--- src/rtl/rsng_pkg.sv ---
// ----------------------------------------------------------------------------
// rsng_pkg
// Shared types, constants and helper functions of the scale note generator.
// ----------------------------------------------------------------------------
package rsng_pkg;

    localparam int SEED_W     = 32;
    localparam int NOTE_W     = 7;
    localparam int REM_W      = 6;
    localparam int PC_W       = 4;
    localparam int MASK_W     = 12;
    localparam int KEY_W      = 4;
    localparam int CFG_IDX_W  = 1;
    localparam int CFG_DATA_W = 12;

    localparam int REDUCE_STEPS = SEED_W / 2;
    localparam int STEP_W       = $clog2(REDUCE_STEPS);

    localparam logic [SEED_W-1:0] DEFAULT_SEED  = 32'h6D2B_79F5;
    localparam logic [NOTE_W-1:0] NOTE_BASE     = 7'd48;
    localparam logic [PC_W-1:0]   PC_LAST       = 4'd11;
    localparam logic [PC_W-1:0]   PITCH_CLASSES = 4'd12;
    localparam logic [MASK_W-1:0] MASK_RESET    = 12'hFFF;
    localparam logic [KEY_W-1:0]  KEY_RESET     = 4'd0;

    localparam logic [CFG_IDX_W-1:0] CFG_IDX_MASK = 1'b0;
    localparam logic [CFG_IDX_W-1:0] CFG_IDX_KEY  = 1'b1;

    localparam logic ACTION_LOAD = 1'b0;
    localparam logic ACTION_DRAW = 1'b1;

    typedef logic [NOTE_W-1:0] note_t;
    typedef logic [REM_W-1:0]  rem_t;
    typedef logic [PC_W-1:0]   pc_t;

    typedef struct packed {
        logic [MASK_W-1:0] mask;
        logic [KEY_W-1:0]  key;
    } cfg_t;

    typedef struct packed {
        logic valid;
        rem_t rem;
    } push_t;

    function automatic logic [SEED_W-1:0] xorshift(input logic [SEED_W-1:0] s);
        logic [SEED_W-1:0] t;
        t = s ^ (s << 13);
        t = t ^ (t >> 17);
        t = t ^ (t << 5);
        return t;
    endfunction

    // one radix-4 step of a running remainder mod 36; x < 144
    function automatic rem_t mod36_step(input logic [7:0] x);
        logic [7:0] r;
        priority if (x >= 8'd108) r = x - 8'd108;
        else if (x >= 8'd72) r = x - 8'd72;
        else if (x >= 8'd36) r = x - 8'd36;
        else r = x;
        return r[REM_W-1:0];
    endfunction

    // pitch class of a remainder below 36 (note base is a multiple of 12)
    function automatic pc_t pc_of_rem(input rem_t x);
        rem_t r;
        priority if (x >= 6'd24) r = x - 6'd24;
        else if (x >= 6'd12) r = x - 6'd12;
        else r = x;
        return r[PC_W-1:0];
    endfunction

    function automatic pc_t key_mod12(input logic [KEY_W-1:0] k);
        return (k >= PITCH_CLASSES) ? (k - PITCH_CLASSES) : k;
    endfunction

endpackage

--- src/rtl/rsng_if.sv ---
// ----------------------------------------------------------------------------
// rsng_if
// Valid/ready channels of the scale note generator: command and result.
// ----------------------------------------------------------------------------
interface rsng_cmd_if;
    logic                         valid;
    logic                         ready;
    logic                         action;
    logic [rsng_pkg::SEED_W-1:0]  seed;

    modport source (output valid, output action, output seed, input ready);
    modport sink   (input valid, input action, input seed, output ready);
endinterface

interface rsng_res_if;
    logic                  valid;
    logic                  ready;
    rsng_pkg::note_t       note;

    modport source (output valid, output note, input ready);
    modport sink   (input valid, input note, output ready);
endinterface

--- src/rtl/rsng_front.sv ---
// ----------------------------------------------------------------------------
// rsng_front
// Accepts items, runs the xorshift generator and reduces a draw mod 36.
// ----------------------------------------------------------------------------
module rsng_front (
    input  logic                 clk,
    input  logic                 rst_n,
    rsng_cmd_if.sink             cmd,
    output rsng_pkg::push_t      push,
    input  logic                 push_ready
);

    typedef enum logic [1:0] {
        ST_IDLE,
        ST_REDUCE,
        ST_PUSH
    } state_t;

    state_t                          state_reg, state_next;
    logic [rsng_pkg::SEED_W-1:0]     gen_reg, gen_next;
    logic [rsng_pkg::SEED_W-1:0]     val_reg, val_next;
    rsng_pkg::rem_t                  rem_reg, rem_next;
    logic [rsng_pkg::STEP_W-1:0]     step_reg, step_next;
    logic [rsng_pkg::SEED_W-1:0]     drawn;

    assign cmd.ready = (state_reg == ST_IDLE);
    assign drawn     = rsng_pkg::xorshift(gen_reg);

    assign push.valid = (state_reg == ST_PUSH);
    assign push.rem   = rem_reg;

    always_comb
    begin
        state_next = state_reg;
        gen_next   = gen_reg;
        val_next   = val_reg;
        rem_next   = rem_reg;
        step_next  = step_reg;
        unique case (state_reg)
            ST_IDLE:
            begin
                if (cmd.valid)
                begin
                    if (cmd.action == rsng_pkg::ACTION_LOAD)
                    begin
                        gen_next = (cmd.seed == '0) ? rsng_pkg::DEFAULT_SEED : cmd.seed;
                    end
                    else
                    begin
                        gen_next   = drawn;
                        val_next   = drawn;
                        rem_next   = '0;
                        step_next  = '0;
                        state_next = ST_REDUCE;
                    end
                end
            end
            ST_REDUCE:
            begin
                rem_next  = rsng_pkg::mod36_step({rem_reg, val_reg[rsng_pkg::SEED_W-1 -: 2]});
                val_next  = val_reg << 2;
                step_next = step_reg + 1'b1;
                if (step_reg == rsng_pkg::STEP_W'(rsng_pkg::REDUCE_STEPS - 1))
                begin
                    state_next = ST_PUSH;
                end
            end
            ST_PUSH:
            begin
                if (push_ready)
                begin
                    state_next = ST_IDLE;
                end
            end
            default:
            begin
                state_next = ST_IDLE;
            end
        endcase
    end

    always_ff @(posedge clk or negedge rst_n)
    begin
        if (!rst_n)
        begin
            state_reg <= ST_IDLE;
            gen_reg   <= rsng_pkg::DEFAULT_SEED;
            step_reg  <= '0;
        end
        else
        begin
            state_reg <= state_next;
            gen_reg   <= gen_next;
            step_reg  <= step_next;
        end
    end

    always_ff @(posedge clk)
    begin
        val_reg <= val_next;
        rem_reg <= rem_next;
    end

    a_gen_nonzero: assert property (@(posedge clk) disable iff (!rst_n)
        gen_reg != '0)
        else $error("generator state reached zero");

    a_rem_range: assert property (@(posedge clk) disable iff (!rst_n)
        (state_reg == ST_PUSH) |-> (rem_reg < 6'd36))
        else $error("remainder out of range");

endmodule

--- src/rtl/rsng_fifo.sv ---
// ----------------------------------------------------------------------------
// rsng_fifo
// Short queue of drawn remainders between the front and the snap unit.
// ----------------------------------------------------------------------------
module rsng_fifo #(
    parameter int DEPTH = 2
) (
    input  logic              clk,
    input  logic              rst_n,
    input  rsng_pkg::push_t   push,
    output logic              full,
    input  logic              pop,
    output logic              empty,
    output rsng_pkg::rem_t    head
);

    localparam int PTR_W = (DEPTH > 1) ? $clog2(DEPTH) : 1;
    localparam int CNT_W = $clog2(DEPTH + 1);

    rsng_pkg::rem_t      mem_reg [DEPTH];
    logic [PTR_W-1:0]    wr_ptr_reg, rd_ptr_reg;
    logic [CNT_W-1:0]    count_reg, count_next;
    logic                do_push, do_pop;

    assign full    = (count_reg == CNT_W'(DEPTH));
    assign empty   = (count_reg == '0);
    assign head    = mem_reg[rd_ptr_reg];
    assign do_push = push.valid && !full;
    assign do_pop  = pop && !empty;

    always_comb
    begin
        count_next = count_reg;
        if (do_push && !do_pop)
        begin
            count_next = count_reg + 1'b1;
        end
        else if (do_pop && !do_push)
        begin
            count_next = count_reg - 1'b1;
        end
    end

    always_ff @(posedge clk or negedge rst_n)
    begin
        if (!rst_n)
        begin
            wr_ptr_reg <= '0;
            rd_ptr_reg <= '0;
            count_reg  <= '0;
        end
        else
        begin
            count_reg <= count_next;
            if (do_push)
            begin
                wr_ptr_reg <= (wr_ptr_reg == PTR_W'(DEPTH - 1)) ? '0 : wr_ptr_reg + 1'b1;
            end
            if (do_pop)
            begin
                rd_ptr_reg <= (rd_ptr_reg == PTR_W'(DEPTH - 1)) ? '0 : rd_ptr_reg + 1'b1;
            end
        end
    end

    always_ff @(posedge clk)
    begin
        if (do_push)
        begin
            mem_reg[wr_ptr_reg] <= push.rem;
        end
    end

    a_count_bound: assert property (@(posedge clk) disable iff (!rst_n)
        count_reg <= CNT_W'(DEPTH))
        else $error("queue count above depth");

    a_no_drop: assert property (@(posedge clk) disable iff (!rst_n)
        (push.valid && full) |=> (push.valid && $stable(push.rem)))
        else $error("item dropped while queue full");

endmodule

--- src/rtl/rsng_snap.sv ---
// ----------------------------------------------------------------------------
// rsng_snap
// Snaps a drawn note to the nearest allowed scale pitch, one distance a cycle.
// ----------------------------------------------------------------------------
module rsng_snap (
    input  logic              clk,
    input  logic              rst_n,
    input  rsng_pkg::cfg_t    cfg,
    input  logic              q_empty,
    input  rsng_pkg::rem_t    q_rem,
    output logic              q_pop,
    rsng_res_if.source        res
);

    typedef enum logic {
        ST_IDLE,
        ST_SEARCH
    } state_t;

    state_t              state_reg, state_next;
    rsng_pkg::note_t     midi_reg, midi_next;
    rsng_pkg::pc_t       dist_reg, dist_next;
    rsng_pkg::pc_t       pc_up_reg, pc_up_next;
    rsng_pkg::pc_t       pc_dn_reg, pc_dn_next;
    logic                out_valid_reg, out_valid_next;
    rsng_pkg::note_t     note_reg, note_next;

    rsng_pkg::pc_t       key_pc;
    rsng_pkg::pc_t       deg_up, deg_dn;
    logic                up_ok, dn_ok, done, slot_free;
    rsng_pkg::note_t     found;

    assign key_pc = rsng_pkg::key_mod12(cfg.key);
    assign deg_up = (pc_up_reg >= key_pc) ? (pc_up_reg - key_pc)
                                          : (pc_up_reg + rsng_pkg::PITCH_CLASSES - key_pc);
    assign deg_dn = (pc_dn_reg >= key_pc) ? (pc_dn_reg - key_pc)
                                          : (pc_dn_reg + rsng_pkg::PITCH_CLASSES - key_pc);
    assign up_ok  = cfg.mask[deg_up];
    assign dn_ok  = (dist_reg != '0) && cfg.mask[deg_dn];
    assign done   = up_ok || dn_ok || (dist_reg == rsng_pkg::PC_LAST);

    always_comb
    begin
        priority if (up_ok) found = midi_reg + rsng_pkg::NOTE_W'(dist_reg);
        else if (dn_ok) found = midi_reg - rsng_pkg::NOTE_W'(dist_reg);
        else found = midi_reg;
    end

    assign slot_free = !out_valid_reg || res.ready;
    assign q_pop     = (state_reg == ST_IDLE) && !q_empty;
    assign res.valid = out_valid_reg;
    assign res.note  = note_reg;

    always_comb
    begin
        state_next     = state_reg;
        midi_next      = midi_reg;
        dist_next      = dist_reg;
        pc_up_next     = pc_up_reg;
        pc_dn_next     = pc_dn_reg;
        note_next      = note_reg;
        out_valid_next = out_valid_reg && !res.ready;
        unique case (state_reg)
            ST_IDLE:
            begin
                if (!q_empty)
                begin
                    midi_next  = rsng_pkg::NOTE_BASE + rsng_pkg::NOTE_W'(q_rem);
                    dist_next  = '0;
                    pc_up_next = rsng_pkg::pc_of_rem(q_rem);
                    pc_dn_next = rsng_pkg::pc_of_rem(q_rem);
                    state_next = ST_SEARCH;
                end
            end
            ST_SEARCH:
            begin
                if (done)
                begin
                    if (slot_free)
                    begin
                        note_next      = found;
                        out_valid_next = 1'b1;
                        state_next     = ST_IDLE;
                    end
                end
                else
                begin
                    dist_next  = dist_reg + 1'b1;
                    pc_up_next = (pc_up_reg == rsng_pkg::PC_LAST) ? '0 : pc_up_reg + 1'b1;
                    pc_dn_next = (pc_dn_reg == '0) ? rsng_pkg::PC_LAST : pc_dn_reg - 1'b1;
                end
            end
            default:
            begin
                state_next = ST_IDLE;
            end
        endcase
    end

    always_ff @(posedge clk or negedge rst_n)
    begin
        if (!rst_n)
        begin
            state_reg     <= ST_IDLE;
            out_valid_reg <= 1'b0;
        end
        else
        begin
            state_reg     <= state_next;
            out_valid_reg <= out_valid_next;
        end
    end

    always_ff @(posedge clk)
    begin
        midi_reg  <= midi_next;
        dist_reg  <= dist_next;
        pc_up_reg <= pc_up_next;
        pc_dn_reg <= pc_dn_next;
        note_reg  <= note_next;
    end

    a_note_range: assert property (@(posedge clk) disable iff (!rst_n)
        out_valid_reg |-> (note_reg >= 7'd37 && note_reg <= 7'd94))
        else $error("snapped note out of range");

    a_dist_bound: assert property (@(posedge clk) disable iff (!rst_n)
        (state_reg == ST_SEARCH) |-> (dist_reg <= rsng_pkg::PC_LAST))
        else $error("search distance past last pitch class");

endmodule

--- src/rtl/random_scale_note_generator.sv ---
// ----------------------------------------------------------------------------
// random_scale_note_generator
// Random note source quantized to a configurable scale.
// ----------------------------------------------------------------------------
// A load item only reloads the generator and leaves the front idle. A draw
// item occupies the front for the accept, sixteen radix-4 steps that reduce
// the 32-bit xorshift value mod 36, and the push into the queue, which waits
// while the queue is full; no new item is accepted before the push is done.
// The snap unit then takes the item and probes distances until the note
// lands in the output register, overlapped with the next draw in the front.
module random_scale_note_generator #(
    parameter int QUEUE_DEPTH = 2
) (
    input  logic                              clk,
    input  logic                              rst_n,
    input  logic                              cfg_wr_en,
    input  logic [rsng_pkg::CFG_IDX_W-1:0]    cfg_index,
    input  logic [rsng_pkg::CFG_DATA_W-1:0]   cfg_data,
    rsng_cmd_if.sink                          cmd,
    rsng_res_if.source                        res
);

    rsng_pkg::cfg_t     cfg_reg;
    rsng_pkg::push_t    push;
    logic               q_full, q_empty, q_pop;
    rsng_pkg::rem_t     q_rem;

    always_ff @(posedge clk or negedge rst_n)
    begin
        if (!rst_n)
        begin
            cfg_reg.mask <= rsng_pkg::MASK_RESET;
            cfg_reg.key  <= rsng_pkg::KEY_RESET;
        end
        else if (cfg_wr_en)
        begin
            unique case (cfg_index)
                rsng_pkg::CFG_IDX_MASK: cfg_reg.mask <= cfg_data[rsng_pkg::MASK_W-1:0];
                rsng_pkg::CFG_IDX_KEY:  cfg_reg.key  <= cfg_data[rsng_pkg::KEY_W-1:0];
                default:                cfg_reg      <= cfg_reg;
            endcase
        end
    end

    rsng_front u_front (
        .clk        (clk),
        .rst_n      (rst_n),
        .cmd        (cmd),
        .push       (push),
        .push_ready (!q_full)
    );

    rsng_fifo #(
        .DEPTH (QUEUE_DEPTH)
    ) u_fifo (
        .clk   (clk),
        .rst_n (rst_n),
        .push  (push),
        .full  (q_full),
        .pop   (q_pop),
        .empty (q_empty),
        .head  (q_rem)
    );

    rsng_snap u_snap (
        .clk     (clk),
        .rst_n   (rst_n),
        .cfg     (cfg_reg),
        .q_empty (q_empty),
        .q_rem   (q_rem),
        .q_pop   (q_pop),
        .res     (res)
    );

endmodule
--- src/flat_wrapper.sv ---
// flat-port wrapper written by rule: the top's interface ports become plain ports
module random_scale_note_generator_flat 
#(
    parameter int QUEUE_DEPTH = 2
)
  (clk, rst_n, cfg_wr_en, cfg_index, cfg_data, cmd_valid, cmd_action, cmd_seed, cmd_ready, res_valid, res_note, res_ready);
  rsng_cmd_if cmd_i ();
  rsng_res_if res_i ();
  input  logic clk;
  input  logic rst_n;
  input  logic cfg_wr_en;
  input  logic [rsng_pkg::CFG_IDX_W-1:0] cfg_index;
  input  logic [rsng_pkg::CFG_DATA_W-1:0] cfg_data;
  input wire logic [$bits(cmd_i.valid)-1:0] cmd_valid;
  input wire logic [$bits(cmd_i.action)-1:0] cmd_action;
  input wire logic [$bits(cmd_i.seed)-1:0] cmd_seed;
  output wire logic [$bits(cmd_i.ready)-1:0] cmd_ready;
  output wire logic [$bits(res_i.valid)-1:0] res_valid;
  output wire logic [$bits(res_i.note)-1:0] res_note;
  input wire logic [$bits(res_i.ready)-1:0] res_ready;
  assign cmd_i.valid = cmd_valid;
  assign cmd_i.action = cmd_action;
  assign cmd_i.seed = cmd_seed;
  assign cmd_ready = cmd_i.ready;
  assign res_valid = res_i.valid;
  assign res_note = res_i.note;
  assign res_i.ready = res_ready;
  random_scale_note_generator #(.QUEUE_DEPTH(QUEUE_DEPTH)) u_core (.clk(clk), .rst_n(rst_n), .cfg_wr_en(cfg_wr_en), .cfg_index(cfg_index), .cfg_data(cfg_data), .cmd(cmd_i), .res(res_i));
endmodule
--- config.mk ---
export PLATFORM = sky130hd
export DESIGN_NAME = random_scale_note_generator_flat
export DESIGN_NICKNAME = d
export VERILOG_FILES = /design/src/rtl/rsng_pkg.sv /design/src/rtl/rsng_if.sv /design/src/rtl/rsng_front.sv /design/src/rtl/rsng_fifo.sv /design/src/rtl/rsng_snap.sv /design/src/rtl/random_scale_note_generator.sv /design/src/flat_wrapper.sv
export SDC_FILE = /design/constraint.sdc
export NUM_CORES = 1
export LEC_CHECK = 0
export ABC_AREA = 1
export BUFFER_PORTS_ARGS = -buffer_cell sky130_fd_sc_hd__buf_2
export CAP_MARGIN = 20
export CORE_MARGIN = 1
export CORE_UTILIZATION = 50
export CTS_BUF_LIST = sky130_fd_sc_hd__clkbuf_4
export DETAILED_ROUTE_END_ITERATION = 6
export PLACE_DENSITY = 0.78
export SYNTH_ARGS = -nofsm -noshare
export SYNTH_HDL_FRONTEND = slang
export SYNTH_SLANG_ARGS = --single-unit
export TNS_END_PERCENT = 1
--- constraint.sdc ---
create_clock -name clk -period 3.7 [get_ports clk]
set_clock_uncertainty 0.1 [all_clocks]
set_input_delay 0.185 -clock clk [delete_from_list [all_inputs] [get_ports clk]]
set_output_delay 0.185 -clock clk [all_outputs]
set_load 0.005 [all_outputs]
==> impl_metrics.env <==
export IMPL_cts_htree_levels=4
export IMPL_wire_length_of_the_first_global_routing_pass_um=33000
export IMPL_cap_violations=0
export IMPL_die_w_um=132
export IMPL_synth_edf_count=76
export IMPL_setup_viol=0
export IMPL_syn_instance_count=979
export IMPL_post_synth_instance_area_mm2=0.00843
export IMPL_worst_hold_path_type="input port to flop"
export IMPL_post_route_cells_drive_above_1_share_pct=15.1
export IMPL_syn_warnings=0
export IMPL_rsz0062_at_grt="false"
export IMPL_routedWlPerCell_um=14.7
export IMPL_ys_types=43
export IMPL_drtAntennaViolNets=0
export IMPL_layout_min_cycle_time_ps=3170
export IMPL_numCtsBuffers=17
export IMPL_routed_wl_met3_um=849
export IMPL_design_die_area_mm2=0.0174
export IMPL_io_pins=60
export IMPL_remaining_drc_errors=0
export IMPL_gp_congestion=0.897
export IMPL_worstSetupStartpoint="u_core.u_snap.pc_up_reg[1]"
export IMPL_highest_layer="met4"
export IMPL_hold_viol_final=0
export IMPL_met2_length_um=9910
export IMPL_number_of_gates_resized_after_cts=0
export IMPL_crit_arrival_ps=3290
export IMPL_antenna_violations_before_repair=1
export IMPL_seq_area_frac_synth_pct=45.4
export IMPL_end_kind="flop"
export IMPL_first_global_vias=6949
export IMPL_layout_area_overhead_vs_synth_pct=17.0
export IMPL_dr_total_vias=6919
export IMPL_fp_dieH_um=132
export IMPL_wl_met1_um=8360
export IMPL_most_common_cell_after_layout_fill_and_taps_aside="sky130_fd_sc_hd__nand2_1"
export IMPL_post_detailed_placement_half_perimeter_wirelength_um=13700
export IMPL_avgViaCountPerCell=5.19
export IMPL_numClockSinks=136
export IMPL_cts_hold_buf=56
export IMPL_totalNegativeSetupSlack_ps=0
export IMPL_reg2reg_from="u_core.u_snap.pc_up_reg[1]"
export IMPL_synth_ff_type="sky130_fd_sc_hd__edfxtp_1"
export IMPL_layout_cells_most_common_list="244 x sky130_fd_sc_hd__nand2_1, 128 x sky130_fd_sc_hd__inv_1, 93 x sky130_fd_sc_hd__nor2_1, 76 x sky130_fd_sc_hd__edfxtp_1, 59 x sky130_fd_sc_hd__buf_2"
export IMPL_routed_wirelength_um=19600
export IMPL_placeableCoreArea_mm2=0.0165
export IMPL_critical_path_startpoint_category="flop"
export IMPL_maximum_number_of_pins_on_one_net_before_global_route_repair=44
export IMPL_timing_worst_setup_path_type="flop to flop"
export IMPL_timing_final_max_slew_violations=0
export IMPL_fp_row_count=47
export IMPL_clock_pin_slew_on_the_worst_setup_and_hold_paths_ps=140
export IMPL_max_freq_mhz=315
export IMPL_detailedRoute_firstIterationViolations=579
export IMPL_initial_utilization_pct=51.0
export IMPL_gr_total_overflow=0
export IMPL_io_buffer_count=59
export IMPL_timing_critical_path_required_ps=3810
export IMPL_postCtsSetupRepairBufs=0
export IMPL_async_flop_share_pct=44.1
export IMPL_cts_tree="built"
export IMPL_drt_pass1_iter_count=5
export IMPL_tightest_slew_ps=923
export IMPL_cts_root_buffer="sky130_fd_sc_hd__clkbuf_4"
export IMPL_status="complete, no violations"
export IMPL_nets=1198
export IMPL_worstPathMaxFanout=10
export IMPL_final_critical_path_share_of_the_clock_period_pct=85.8
export IMPL_syn_area_per_cell_um2=8.61
export IMPL_maxSlewHeadroom_pct=38.4
export IMPL_postSynthRegisterBits=136
export IMPL_clock_insertion_delay_worst_skew_ps=580
export IMPL_grt_total_usage_pct=24.1
export IMPL_clock_tree_buffer_depth=2
export IMPL_synth_nets=1078
export IMPL_hp_start="cmd_valid"
layout make-up:
class                           count  area [µm²]
Timing Repair Buffer              127         946
Multi-Input combinational cell    686        4000
Clock inverter                     14         193
Inverter                          131         492
Tap cell                          220         275
Sequential cell                   136        3820
Fill cell                        1415        6660
Clock buffer                       18         135
Antenna cell                        1        2.50
per-stage QoR:
| stage | hold slack (ps) | instance area (µm²) | utilization (%) | setup WS [ps] | std cells |
|---|---|---|---|---|---|
| 2_1_floorplan | -211 | 8430 | - | 451 | 979 |
| 3_3_place_gp | 239 | 8970 | 54.3 | 666 | 1244 |
| 3_5_place_dp | 236 | 8970 | 54.3 | 515 | 1244 |
| 4_1_cts | 15.3 | 9860 | 59.7 | 518 | 1332 |
| 5_1_grt | 65.2 | 9860 | 59.7 | 351 | 1333 |
| 6_report | 47.8 | 9860 | 59.7 | 527 | 1333 |
final timing paths:
path,end,slack (ps),cells after the start
max reg2reg,u_core.u_snap.res.note[5],530,12
max,u_core.u_snap.res.note[5],530,12
max in group asynchronous,u_core.u_front.gen_reg[29],2420,3
min reg2reg,u_core.u_fifo.count_reg[0],390,1
min in group asynchronous,u_core.u_front.gen_reg[9],170,2
min,u_core.u_front.gen_reg[12],50,5
critical path, stage by stage, from the launching register on:
cell                       delay [ps]
sky130_fd_sc_hd__edfxtp_1         490
sky130_fd_sc_hd__ha_1             360
sky130_fd_sc_hd__ha_1             200
sky130_fd_sc_hd__inv_1             70
sky130_fd_sc_hd__fa_1             410
sky130_fd_sc_hd__nand3b_1         220
sky130_fd_sc_hd__nand2_1          100
sky130_fd_sc_hd__nand2_1           50
sky130_fd_sc_hd__nand3_1          110
sky130_fd_sc_hd__nand2_4          110
sky130_fd_sc_hd__nand3_2          110
sky130_fd_sc_hd__nand2_1           80
sky130_fd_sc_hd__nor2_1           420
cell usage after synthesis, types with 2 or more instances:
cell type	number	area share [%]
sky130_fd_sc_hd__nand2_1	244	11
sky130_fd_sc_hd__inv_1	128	5.7
sky130_fd_sc_hd__nor2_1	94	4.2
sky130_fd_sc_hd__edfxtp_1	76	27
sky130_fd_sc_hd__nand3_1	55	3.3
sky130_fd_sc_hd__xor2_1	53	5.5
sky130_fd_sc_hd__o21ai_0	52	3.1
sky130_fd_sc_hd__a21oi_1	48	2.8
sky130_fd_sc_hd__ha_1	40	5.9
sky130_fd_sc_hd__dfstp_2	32	10
sky130_fd_sc_hd__dfrtp_1	28	8.3
sky130_fd_sc_hd__xnor2_1	18	1.9
sky130_fd_sc_hd__clkbuf_1	17	0.76
sky130_fd_sc_hd__xnor2_2	9	1.7
sky130_fd_sc_hd__fa_1	8	1.9
sky130_fd_sc_hd__nand4_1	7	0.52
sky130_fd_sc_hd__o221ai_1	7	0.73
sky130_fd_sc_hd__nand3b_1	6	0.53
sky130_fd_sc_hd__o21ai_1	6	0.36
sky130_fd_sc_hd__buf_2	5	0.30
sky130_fd_sc_hd__nand2_4	5	0.67
sky130_fd_sc_hd__o211ai_1	5	0.45
sky130_fd_sc_hd__buf_6	3	0.40
sky130_fd_sc_hd__inv_2	3	0.13
sky130_fd_sc_hd__nand3_2	3	0.36
sky130_fd_sc_hd__nor3_1	3	0.18
sky130_fd_sc_hd__or2_2	3	0.22
sky130_fd_sc_hd__nand2_2	2	0.15
sky130_fd_sc_hd__nor4_1	2	0.15
sky130_fd_sc_hd__o21ai_2	2	0.21
sky130_fd_sc_hd__or2_1	2	0.15
sky130_fd_sc_hd__xor2_2	2	0.39
cell families (layout without fill, tap and decap cells):
family,after synthesis,count (layout),synth area share (%)
and+or+nand+nor,428,428,21.5
DFF,136,136,45.4
buffers and inverters,157,290,7.38
other,0,1,0
muxes,1,1,0.134
AOI/OAI and AO/OA,127,127,8.33
xor gates and xnor gates,82,82,9.50
adders and majority gates,48,48,7.84
per-layer routing:
metal  vias to the layer above  track usage, %
li1                       3396               -
met2                       218            42.9
met4                         0            9.37
met3                        47            4.81
met1                      3258            28.6
met5                         -               0
Power is not shown: default switching activity piles up to over one toggle a cycle in this logic, so the estimate is an artifact.
